File: config.mk
export PLATFORM = sky130hd
export DESIGN_NAME = predictive_unfilter_unit
export DESIGN_NICKNAME = d
export VERILOG_FILES = /design/src/hdl/pu_pkg.sv /design/src/hdl/predictive_unfilter_unit.sv
export SDC_FILE = /design/constraint.sdc
export NUM_CORES = 2
export LEC_CHECK = 0
export BUFFER_PORTS_ARGS = -buffer_cell sky130_fd_sc_hd__buf_2
export CAP_MARGIN = 20
export CORE_MARGIN = 1
export CORE_UTILIZATION = 50
export CTS_CLUSTER_DIAMETER = 50
export CTS_CLUSTER_SIZE = 8
export DETAILED_ROUTE_END_ITERATION = 8
export PLACE_DENSITY_LB_ADDON = 0.12
export REMOVE_ABC_BUFFERS = 1
export SLEW_MARGIN = 5
export SYNTH_ARGS = -nofsm -noshare
export SYNTH_HDL_FRONTEND = slang
export SYNTH_SLANG_ARGS = --single-unit
File: constraint.sdc
create_clock -name clock -period 7.4 [get_ports clock]
set_input_delay 1.11 -clock clock [delete_from_list [all_inputs] [get_ports clock]]
set_output_delay 1.11 -clock clock [all_outputs]
set_load 0.02 [all_outputs]
File: src/hdl/pu_pkg.sv
package pu_pkg;

   localparam int MAX_ROW_DEF     = 256;
   localparam int SAMPLE_BITS_DEF = 8;

   localparam int CSR_DATA_W = 9;
   localparam int CSR_ADDR_W = 2;

   typedef enum logic [CSR_ADDR_W-1:0] {
      CSR_METHOD     = 2'd0,
      CSR_MODULUS    = 2'd1,
      CSR_ROW_LENGTH = 2'd2
   } csr_index_type;

   typedef enum logic [2:0] {
      METH_LEFT       = 3'd0,
      METH_ABOVE      = 3'd1,
      METH_ABOVE_LEFT = 3'd2,
      METH_PLANE      = 3'd3,
      METH_HALF_VERT  = 3'd4,
      METH_HALF_HORZ  = 3'd5,
      METH_AVERAGE    = 3'd6,
      METH_PASS       = 3'd7
   } method_type;

   typedef enum logic [1:0] {
      ST_IDLE,
      ST_READ,
      ST_REDUCE,
      ST_DONE
   } state_type;

   localparam logic [2:0]            METHOD_RESET     = METH_LEFT;
   localparam logic [CSR_DATA_W-1:0] MODULUS_RESET    = 9'd256;
   localparam logic [CSR_DATA_W-1:0] ROW_LENGTH_RESET = 9'd256;

endpackage

File: src/hdl/predictive_unfilter_unit.sv
// channel   direction  tdata                      tuser
// req_      in         residual                   start_req
// rsp_      out        sample                     -
// csr_      in         index 0 method, 1 modulus, 2 row_length (write only)
//
// one request goes through accept, row memory read and prediction, bit-serial modulo
// reduction with one divisor shift per cycle, and write back, which waits for a free
// output register; method 7 skips the reduction
// a new request is taken while a finished sample still waits in the output register
// reset is synchronous; position restarts at the first row, row memory is not cleared
module predictive_unfilter_unit #(
   parameter int MAX_ROW     = pu_pkg::MAX_ROW_DEF,
   parameter int SAMPLE_BITS = pu_pkg::SAMPLE_BITS_DEF
) (
   input  logic                                clock,
   input  logic                                reset,
   input  logic                                req_tvalid,
   output logic                                req_tready,
   input  logic [((SAMPLE_BITS+7)/8)*8-1:0]    req_tdata,   // residual
   input  logic                                req_tuser,   // start_req
   output logic                                rsp_tvalid,
   input  logic                                rsp_tready,
   output logic [((SAMPLE_BITS+7)/8)*8-1:0]    rsp_tdata,   // sample
   input  logic                                csr_we,
   input  logic [pu_pkg::CSR_ADDR_W-1:0]       csr_addr,
   input  logic [pu_pkg::CSR_DATA_W-1:0]       csr_wdata
);
   import pu_pkg::*;

   localparam int S     = SAMPLE_BITS;
   localparam int TW    = ((S + 7) / 8) * 8;
   localparam int CW    = $clog2(MAX_ROW);
   localparam int MW    = S + 1;
   localparam int RW    = 2 * S + 2;
   localparam int SW    = 2 * S + 3;
   localparam int STEPS = S + 2;
   localparam int KW    = $clog2(STEPS);
   localparam int FULL  = 1 << S;

   function automatic logic signed [SW-1:0] halve(input logic signed [SW-1:0] d);
      logic signed [SW-1:0] adj;
      adj = d + ((d < 0) ? SW'(1) : SW'(0));
      return adj >>> 1;
   endfunction

   state_type state_ff, state_in;

   logic [2:0]            method_ff;
   logic [CSR_DATA_W-1:0] modulus_ff;
   logic [CSR_DATA_W-1:0] row_length_ff;

   logic [S-1:0]  row_mem [MAX_ROW];
   logic [S-1:0]  mem_rd_ff;

   logic [S-1:0]  left_ff;
   logic [S-1:0]  above_left_ff;
   logic [CW-1:0] column_ff;
   logic          past_ff;

   logic [S-1:0]  res_ff;
   logic [CW-1:0] col_ff;
   logic          past_item_ff;
   logic [S-1:0]  l_ff;
   logic [S-1:0]  c_ff;
   logic [S-1:0]  above_ff;
   logic [RW-1:0] rem_ff;
   logic [RW-1:0] div_ff;
   logic [KW-1:0] cnt_ff;

   logic          rsp_valid_ff;
   logic [S-1:0]  rsp_data_ff;

   logic          accept;
   logic          out_free;
   logic          finish;
   logic [CW-1:0] cur_col;
   logic          cur_past;
   logic [MW-1:0] m_eff;
   logic [CW:0]   len_eff;
   logic [CW:0]   col_next;
   logic [S-1:0]  above;
   logic [S-1:0]  result;
   logic signed [SW-1:0] ls, as, cs, pred, sum;

   // configuration
   always_ff @(posedge clock) begin
      if (reset) begin
         method_ff     <= METHOD_RESET;
         modulus_ff    <= MODULUS_RESET;
         row_length_ff <= ROW_LENGTH_RESET;
      end else if (csr_we) begin
         unique case (csr_addr)
            CSR_METHOD:     method_ff     <= csr_wdata[2:0];
            CSR_MODULUS:    modulus_ff    <= csr_wdata;
            CSR_ROW_LENGTH: row_length_ff <= csr_wdata;
            default: ;
         endcase
      end
   end

   always_comb begin
      if (modulus_ff == '0 || 32'(modulus_ff) > FULL) begin
         m_eff = MW'(FULL);
      end else begin
         m_eff = MW'(modulus_ff);
      end
      if (row_length_ff == '0 || 32'(row_length_ff) > MAX_ROW) begin
         len_eff = (CW+1)'(MAX_ROW);
      end else begin
         len_eff = (CW+1)'(row_length_ff);
      end
   end

   // control
   assign out_free = !rsp_valid_ff || rsp_tready;
   assign accept   = req_tvalid && req_tready;
   assign finish   = (state_ff == ST_DONE) && out_free;

   always_ff @(posedge clock) begin
      if (reset) begin
         state_ff <= ST_IDLE;
      end else begin
         state_ff <= state_in;
      end
   end

   always_comb begin
      state_in   = state_ff;
      req_tready = 1'b0;
      unique case (state_ff)
         ST_IDLE: begin
            req_tready = 1'b1;
            if (req_tvalid) begin
               state_in = ST_READ;
            end
         end
         ST_READ: begin
            state_in = (method_ff == METH_PASS) ? ST_DONE : ST_REDUCE;
         end
         ST_REDUCE: begin
            if (cnt_ff == '0) begin
               state_in = ST_DONE;
            end
         end
         ST_DONE: begin
            if (out_free) begin
               state_in = ST_IDLE;
            end
         end
         default: state_in = ST_IDLE;
      endcase
   end

   // position at the request, start flag restarts the image
   assign cur_col  = req_tuser ? '0 : column_ff;
   assign cur_past = req_tuser ? 1'b0 : past_ff;

   // row memory
   always_ff @(posedge clock) begin
      if (accept) begin
         mem_rd_ff <= row_mem[cur_col];
      end
      if (finish) begin
         row_mem[col_ff] <= result;
      end
   end

   // prediction
   assign above = past_item_ff ? mem_rd_ff : '0;
   assign ls    = signed'(SW'(l_ff));
   assign as    = signed'(SW'(above));
   assign cs    = signed'(SW'(c_ff));

   always_comb begin
      case (method_ff)
         METH_LEFT:       pred = ls;
         METH_ABOVE:      pred = as;
         METH_ABOVE_LEFT: pred = cs;
         METH_PLANE:      pred = ls + as - cs;
         METH_HALF_VERT:  pred = halve(as - cs) + ls;
         METH_HALF_HORZ:  pred = halve(ls - cs) + as;
         METH_AVERAGE:    pred = halve(ls + as);
         default:         pred = '0;
      endcase
      // offset by modulus << S keeps the sum non-negative
      sum = signed'(SW'(res_ff)) + pred + signed'(SW'(m_eff) << S);
   end

   assign result   = rem_ff[S-1:0];
   assign col_next = {1'b0, col_ff} + (CW+1)'(1);

   // datapath
   always_ff @(posedge clock) begin
      if (accept) begin
         res_ff       <= req_tdata[S-1:0];
         col_ff       <= cur_col;
         past_item_ff <= cur_past;
         l_ff         <= (cur_col != '0) ? (req_tuser ? '0 : left_ff) : '0;
         c_ff         <= (cur_col != '0 && cur_past) ? above_left_ff : '0;
      end
      if (state_ff == ST_READ) begin
         above_ff <= above;
         cnt_ff   <= KW'(STEPS - 1);
         div_ff   <= RW'(m_eff) << (S + 1);
         if (method_ff == METH_PASS) begin
            rem_ff <= RW'(res_ff);
         end else begin
            rem_ff <= sum[RW-1:0];
         end
      end
      if (state_ff == ST_REDUCE) begin
         if (rem_ff >= div_ff) begin
            rem_ff <= rem_ff - div_ff;
         end
         div_ff <= div_ff >> 1;
         cnt_ff <= cnt_ff - KW'(1);
      end
   end

   // neighbor and position state
   always_ff @(posedge clock) begin
      if (reset) begin
         left_ff       <= '0;
         above_left_ff <= '0;
         column_ff     <= '0;
         past_ff       <= 1'b0;
      end else if (finish) begin
         left_ff       <= result;
         above_left_ff <= above_ff;
         if (col_next >= len_eff) begin
            column_ff <= '0;
            past_ff   <= 1'b1;
         end else begin
            column_ff <= col_next[CW-1:0];
            past_ff   <= past_item_ff;
         end
      end
   end

   // output register
   always_ff @(posedge clock) begin
      if (reset) begin
         rsp_valid_ff <= 1'b0;
      end else if (finish) begin
         rsp_valid_ff <= 1'b1;
      end else if (rsp_tready) begin
         rsp_valid_ff <= 1'b0;
      end
   end

   always_ff @(posedge clock) begin
      if (finish) begin
         rsp_data_ff <= result;
      end
   end

   assign rsp_tvalid = rsp_valid_ff;
   assign rsp_tdata  = TW'(rsp_data_ff);

endmodule
== Yosys cells after proc, flatten, opt, wreduce, memory -nomap -nowiden ==
Memories as Yosys holds them, arrays and structs flattened. A register that Yosys moved wholly into a read port is not among the register bits.
Index checks and enable logic that the tools add are counted.
W data, S select, Z words.

* Add/sub/neg operators: 14
* Magnitude comparators: 7
* Equality and inequality tests: 15
* Multiplexer cells: 29
* Bitwise logic cells: 1
* Reductions and logical operators: 21

{| class="wikitable"
|+ Operator list
! cell !! number
|-
| $pmux W18 S7 || 1
|-
| $mux W18 || 4
|-
| $mux W17 || 2
|-
| $lt A9 B1 Y1 const B || 3
|-
| $mux W8 || 3
|-
| $add A9 B2 Y10 || 2
|-
| $add A9 B9 Y10 || 2
|-
| $add A18 B18 Y18 || 1
|-
| $add A9 B18 Y18 || 1
|-
| $ge A18 B18 Y1 || 1
|-
| $gt A9 B9 Y1 const B || 2
|-
| $logic_not A9 Y1 || 2
|-
| $mux W9 || 2
|-
| $sub A18 B18 Y18 || 1
|-
| $sub A8 B8 Y9 || 2
|-
| $eq A3 B3 Y1 const B || 4
|-
| $mux W1 || 11
|-
| $add A9 B1 Y10 || 1
|-
| $sub A9 B8 Y10 || 1
|-
| $add A8 B1 Y9 const B || 1
|-
| $add A8 B8 Y9 || 1
|-
| $ge A9 B9 Y1 || 1
|-
| $mux W4 || 2
|-
| $pmux W2 S4 || 1
|-
| 19 further kinds || 35
|}

* Bits in registers: 138
* Memory bits (writable): 2,048
* Input port bits: 25
* Memories: 1

{| class="wikitable"
|+ Memories
! memory !! depth !! bits a word !! read ports !! clocked after memory_dff !! wr ports !! line !! source
|-
| row_mem || 256 || 8 || 1 || 1 || 1 || predictive_unfilter_unit.sv:52 || <nowiki>logic [S-1:0] row_mem [MAX_ROW];</nowiki>
|}

== Longest topological paths before layout ==
* Word-level depth: 13
* Gate-level depth with buffers: 37
* Depth with buffers taken out: 35

== Worst setup path before layout ==
Ideal clock, no wire load.

* Path kind: reg-to-reg
* Start: register past_item_ff
* End: register rem_ff[17]
* Library setup time: 0.115 ns
* Arrival: 6.962 ns
* Data required time: 7.285 ns
* Path slack: 0.322 ns
* Stages on the path, launching flop included: 36
* Buffers on the path: 2
* Cells stage by stage: edfxtp_1 buf_2 clkbuf_1 nand2_1 ha_1 inv_1 ha_1 nor2b_1 o221ai_1 a211oi_1 a311o_1 a21o_1 a21oi_1 nor2b_1 ha_1 ha_1 fa_1 a21o_1 a21oi_1 o21bai_1 a21oi_1 o21bai_1 a21oi_1 xnor2_1 o22ai_1 a211o_1 ha_1 a21o_1 a21o_1 a21oi_1 o211ai_1 a2111oi_0 o31ai_1 nand3b_1 o31a_1 and3_1

* Cells in the longest elaborated chain, start to end: 13

{| class="wikitable"
|+ Ends and longest elaborated chain
! element !! line !! source
|-
| from (decl) || predictive_unfilter_unit.sv:62 || <nowiki>logic past_item_ff;</nowiki>
|-
| from (signal assigned) || predictive_unfilter_unit.sv:197 || <nowiki>past_item_ff <= cur_past;</nowiki>
|-
| $mux W8 * || predictive_unfilter_unit.sv:169 || <nowiki>assign above = past_item_ff ? mem_rd_ff : '0;</nowiki>
|-
| $sub A8 B8 Y9 || predictive_unfilter_unit.sv:180 || <nowiki>METH_HALF_VERT: pred = halve(as - cs) + ls;</nowiki>
|-
| $lt A9 B1 Y1 || predictive_unfilter_unit.sv:42 || <nowiki>adj = d + ((d < 0) ? SW'(1) : SW'(0));</nowiki>
|-
| $mux W1 || predictive_unfilter_unit.sv:42 ||
|-
| $add A9 B2 Y10 || predictive_unfilter_unit.sv:42 ||
|-
| $add A9 B9 Y10 || predictive_unfilter_unit.sv:180 ||
|-
| $pmux W18 S7 * || predictive_unfilter_unit.sv:175 || <nowiki>case (method_ff)</nowiki>
|-
| $add A9 B18 Y18 * || predictive_unfilter_unit.sv:186 || <nowiki>sum = signed'(SW'(res_ff)) + pred + signed'(SW'(m_eff) << S);</nowiki>
|-
| $add A18 B18 Y18 * || predictive_unfilter_unit.sv:186 ||
|-
| $mux W18 * || predictive_unfilter_unit.sv:205 || <nowiki>if (method_ff == METH_PASS) begin</nowiki>
|-
| $mux W18 * || predictive_unfilter_unit.sv:201 || <nowiki>if (state_ff == ST_READ) begin</nowiki>
|-
| $mux W18 || predictive_unfilter_unit.sv:212 || <nowiki>if (rem_ff >= div_ff) begin</nowiki>
|-
| $mux W18 * || predictive_unfilter_unit.sv:211 || <nowiki>if (state_ff == ST_REDUCE) begin</nowiki>
|-
| to (signal assigned) || predictive_unfilter_unit.sv:206 || <nowiki>rem_ff <= RW'(res_ff);</nowiki>
|-
| to (signal assigned) || predictive_unfilter_unit.sv:208 || <nowiki>rem_ff <= sum[RW-1:0];</nowiki>
|-
| to (signal assigned) || predictive_unfilter_unit.sv:213 || <nowiki>rem_ff <= rem_ff - div_ff;</nowiki>
|-
| to (decl) || predictive_unfilter_unit.sv:66 || <nowiki>logic [RW-1:0] rem_ff;</nowiki>
|}

Every way passes the cells marked *; elsewhere a longest branch is shown, timed or not.
A chain may end at the register's enable or synchronous reset.

== Worst setup path after layout ==
Ends and elaborated chain as after synthesis.

==> impl_metrics.tcl <==
set metrics [dict create \
    status "complete, no violations" \
    clock_skew_ns 0.0597 \
    swShare_pct 28.4 \
    max_freq_mhz 142 \
    p_leak_nw 32.3 \
    clk_pin_slew_ns 0.05 \
    synth_flop_cell "edfxtp_1" \
    route.detailed.drc 0 \
    grtUsageTotal_pct 28.2 \
    dp_hpwl_mm 156 \
    vias 56853 \
    crit_path_max_fanout 4 \
    internal-power_mw 25.6 \
    slew-limit-headroom_pct 18.7 \
    drv_slew 0 \
    min-delay-path-class "input pin to flip-flop" \
    setup_violations 0 \
    cts.sinks 2194 \
    cts_hold_buf 0 \
    start_util_pct 50.5 \
    crit_slowest_cell "fa_1" \
    nets 6710 \
    layout_setup_ws_ns 0.371 \
    place_ws_ns 0.148 \
    power.switching_mw 10.2 \
    numPortBuffers 34 \
    worstSkewPairLatency_ns 0.93 \
    rsz0062_at_grt "no" \
    power_frac_comb_pct 17.9 \
    root_buffer "clkbuf_16" \
    drtIter0Drc 6271 \
    syn_area_um2 91500 \
    viasPerCell 6.31 \
    synth-edff-count 2126 \
    max_stage_delay_ns 0.43 \
    synth_async_sr_flop_share_pct 0 \
    power_density_nw_per_um2 345 \
    dieHeight_um 430 \
    clockPowerShare_pct 36.8 \
    final.setup.tns_ns 0 \
    cp-start-kind "flip-flop" \
    antenna_found_initial 6 \
    htreeDepth 5 \
    routed_wl_mm 264 \
    grt_pass1_wl_mm 383 \
    fp-row-count 156 \
    fin_crit_sh_pct 95.0 \
    cts-resized-gates 0 \
    ys_types 87 \
    io_pins 35 \
    grt_max_degree 114 \
    whs_ns 0.375 \
    worstSetupPathType "flip-flop to flip-flop" \
    ir_drop_mv 0.227 \
    area_delta_synth_final_pct 13.1 \
    power_frac_seq_pct 45.3 \
    synth_warnings 0 \
    drtAntennaViolNets 0 \
    cts_setup_buffers 0 \
    fin_crit_ns 7.03 \
    cts_buffer_depth 4 \
    wl_per_cell_um 29.3 \
    die_area_um2 185000 \
    layout-drive-gt1-share_pct 10.7 \
    worstMarginPinSlew_ns 1.21 \
    synth_seq_area_share_pct 71.2 \
    ys_ff_latch 2194 \
    cts_tree "yes" \
    grt-ovfl-total 0 \
    syn_inst 6481 \
    max_cap_viol_count 0 \
    crit_family "compound AO/OA/AOI/OAI gates" \
    grt_pass1_vias 55569 \
    die_width_um 430 \
    cts_buffers 331 \
    core_um2 181000 \
    crit_path_end_kind "flip-flop" \
    avgSynthCellArea_um2 14.1 \
    crit_buf_inv 2 \
    hold_viol_final 0 \
    arrival_ns 7.83 \
    gp_congestion 0.887 \
    firstDrtPassIters 6 \
    worst_ep_required_time_ns 8.20 \
]
## path summary, 6_finish.rpt
path,startpoint,to,slack [ns],cells after the start
max,past_item_ff,rem_ff[17],0.37,34
min,req_tdata[7],res_ff[7],0.37,1
max reg2reg,past_item_ff,rem_ff[17],0.37,34
min reg2reg,above_left_ff[3],above_left_ff[3],0.45,2
## stage by stage
stage          power (mW)  util [%]  area, µm²  cells
2_1_floorplan        20.7         -      89900   6050
3_3_place_gp         22.6      52.2      94600   8613
3_5_place_dp         22.7      52.2      94600   8615
4_1_cts              35.8      57.0     103000   9003
5_1_grt              36.8      57.1     104000   9006
6_report             35.7      57.1     104000   9007
## metal layers
layer  vias up  wire [µm]  GRT usage, %  part of all wire, %
met5         -         19             0               0.0072
met4         2       9990          10.6                  3.8
met3       526      21900          5.61                  8.3
met2      2500     122000          43.9                   46
met1     28826     110000          39.3                   42
li1      24999          -             -                    -
## power by group through the flow
stage | sequential [mW] | clock (mW) | combinational (mW)
final | 16.2 | 13.2 | 6.38
after global routing | 16.2 | 13.7 | 6.88
after CTS | 16.2 | 13.3 | 6.31
after detailed placement | 16.4 | 0 | 6.28
after global placement | 16.4 | 0 | 6.18
after floorplan | 17.3 | 0 | 3.46
## cell families after synthesis
family / after synthesis / synth area share [%]
DFF: 2194 / 71.2
adders and majority gates: 111 / 1.55
xor gates and xnor gates: 78 / 0.746
and+or+nand+nor: 1723 / 8.27
AOI/OAI and AO/OA: 1317 / 9.83
buffers and inverters: 515 / 2.16
muxes: 543 / 6.20
## cells in the mapped netlist, drive strengths merged, types with 41 or more instances
library cell     n  share of area, %
o21ai          196               1.1
a211oi         183               1.5
dfxtp           68               1.5
o211ai          72              0.59
a32oi           46              0.44
xnor2           58              0.56
a311oi          41              0.39
inv             78              0.32
a31oi          154               1.1
a21oi          278               1.5
nor2b          158               1.1
nand3          182               1.0
clkbuf         291               1.2
mux2i          475               5.2
nor3            68              0.37
nor2           403               1.7
o221ai          93              0.89
ha              98               1.3
nand2          781               3.2
buf            140              0.62
mux2            54              0.66
a221oi          88              0.84
edfxtp        2126                70
## registers in the layout, indices dropped and copies added, names as in the netlist
signal and flops:
row_length_ff 9, col_ff 8, rsp_tvalid 1, rem_ff 18, res_ff 8, modulus_ff 9, rsp_tdata 8, past_ff 1
state_ff 2, row_mem 2048, column_ff 8, c_ff 8, l_ff 8, left_ff 8, above_ff 8, past_item_ff 1
div_ff 18, mem_rd_ff 8, above_left_ff 8, method_ff 3, cnt_ff 4
## layout by cell type (no fill, tap or decap), types with 21 or more instances in the layout
cell type and count:
nand3_1 169, o211ai_1 72, inv_1 72, mux2i_1 475, mux2_2 54, nand2_1 777
a32oi_1 46, a31oi_1 154, a311oi_1 41, clkbuf_1 28, nor3_1 65, a22oi_1 21
a21o_1 22, edfxtp_1 2126, a221oi_1 88, xnor2_1 58, and2_1 30, nand2b_1 21
dfxtp_1 57, nor2b_1 156, buf_2 34, ha_1 96, buf_4 143, o221ai_1 91
a211oi_1 180, nor2_1 399, clkbuf_16 337, a21oi_1 272, o21ai_0 186
## cell type report
type | instances | area [µm²]
diodes | 1 | 2.50
clock buffers | 371 | 8620
clock inverters | 17 | 171
fillers | 14194 | 77800
inverters | 84 | 337
multi-input cells | 3772 | 24500
flip-flops and latches | 2194 | 65200
well taps | 2370 | 2970
repair buffers | 198 | 1650
Power figures use the tool's default switching activity.
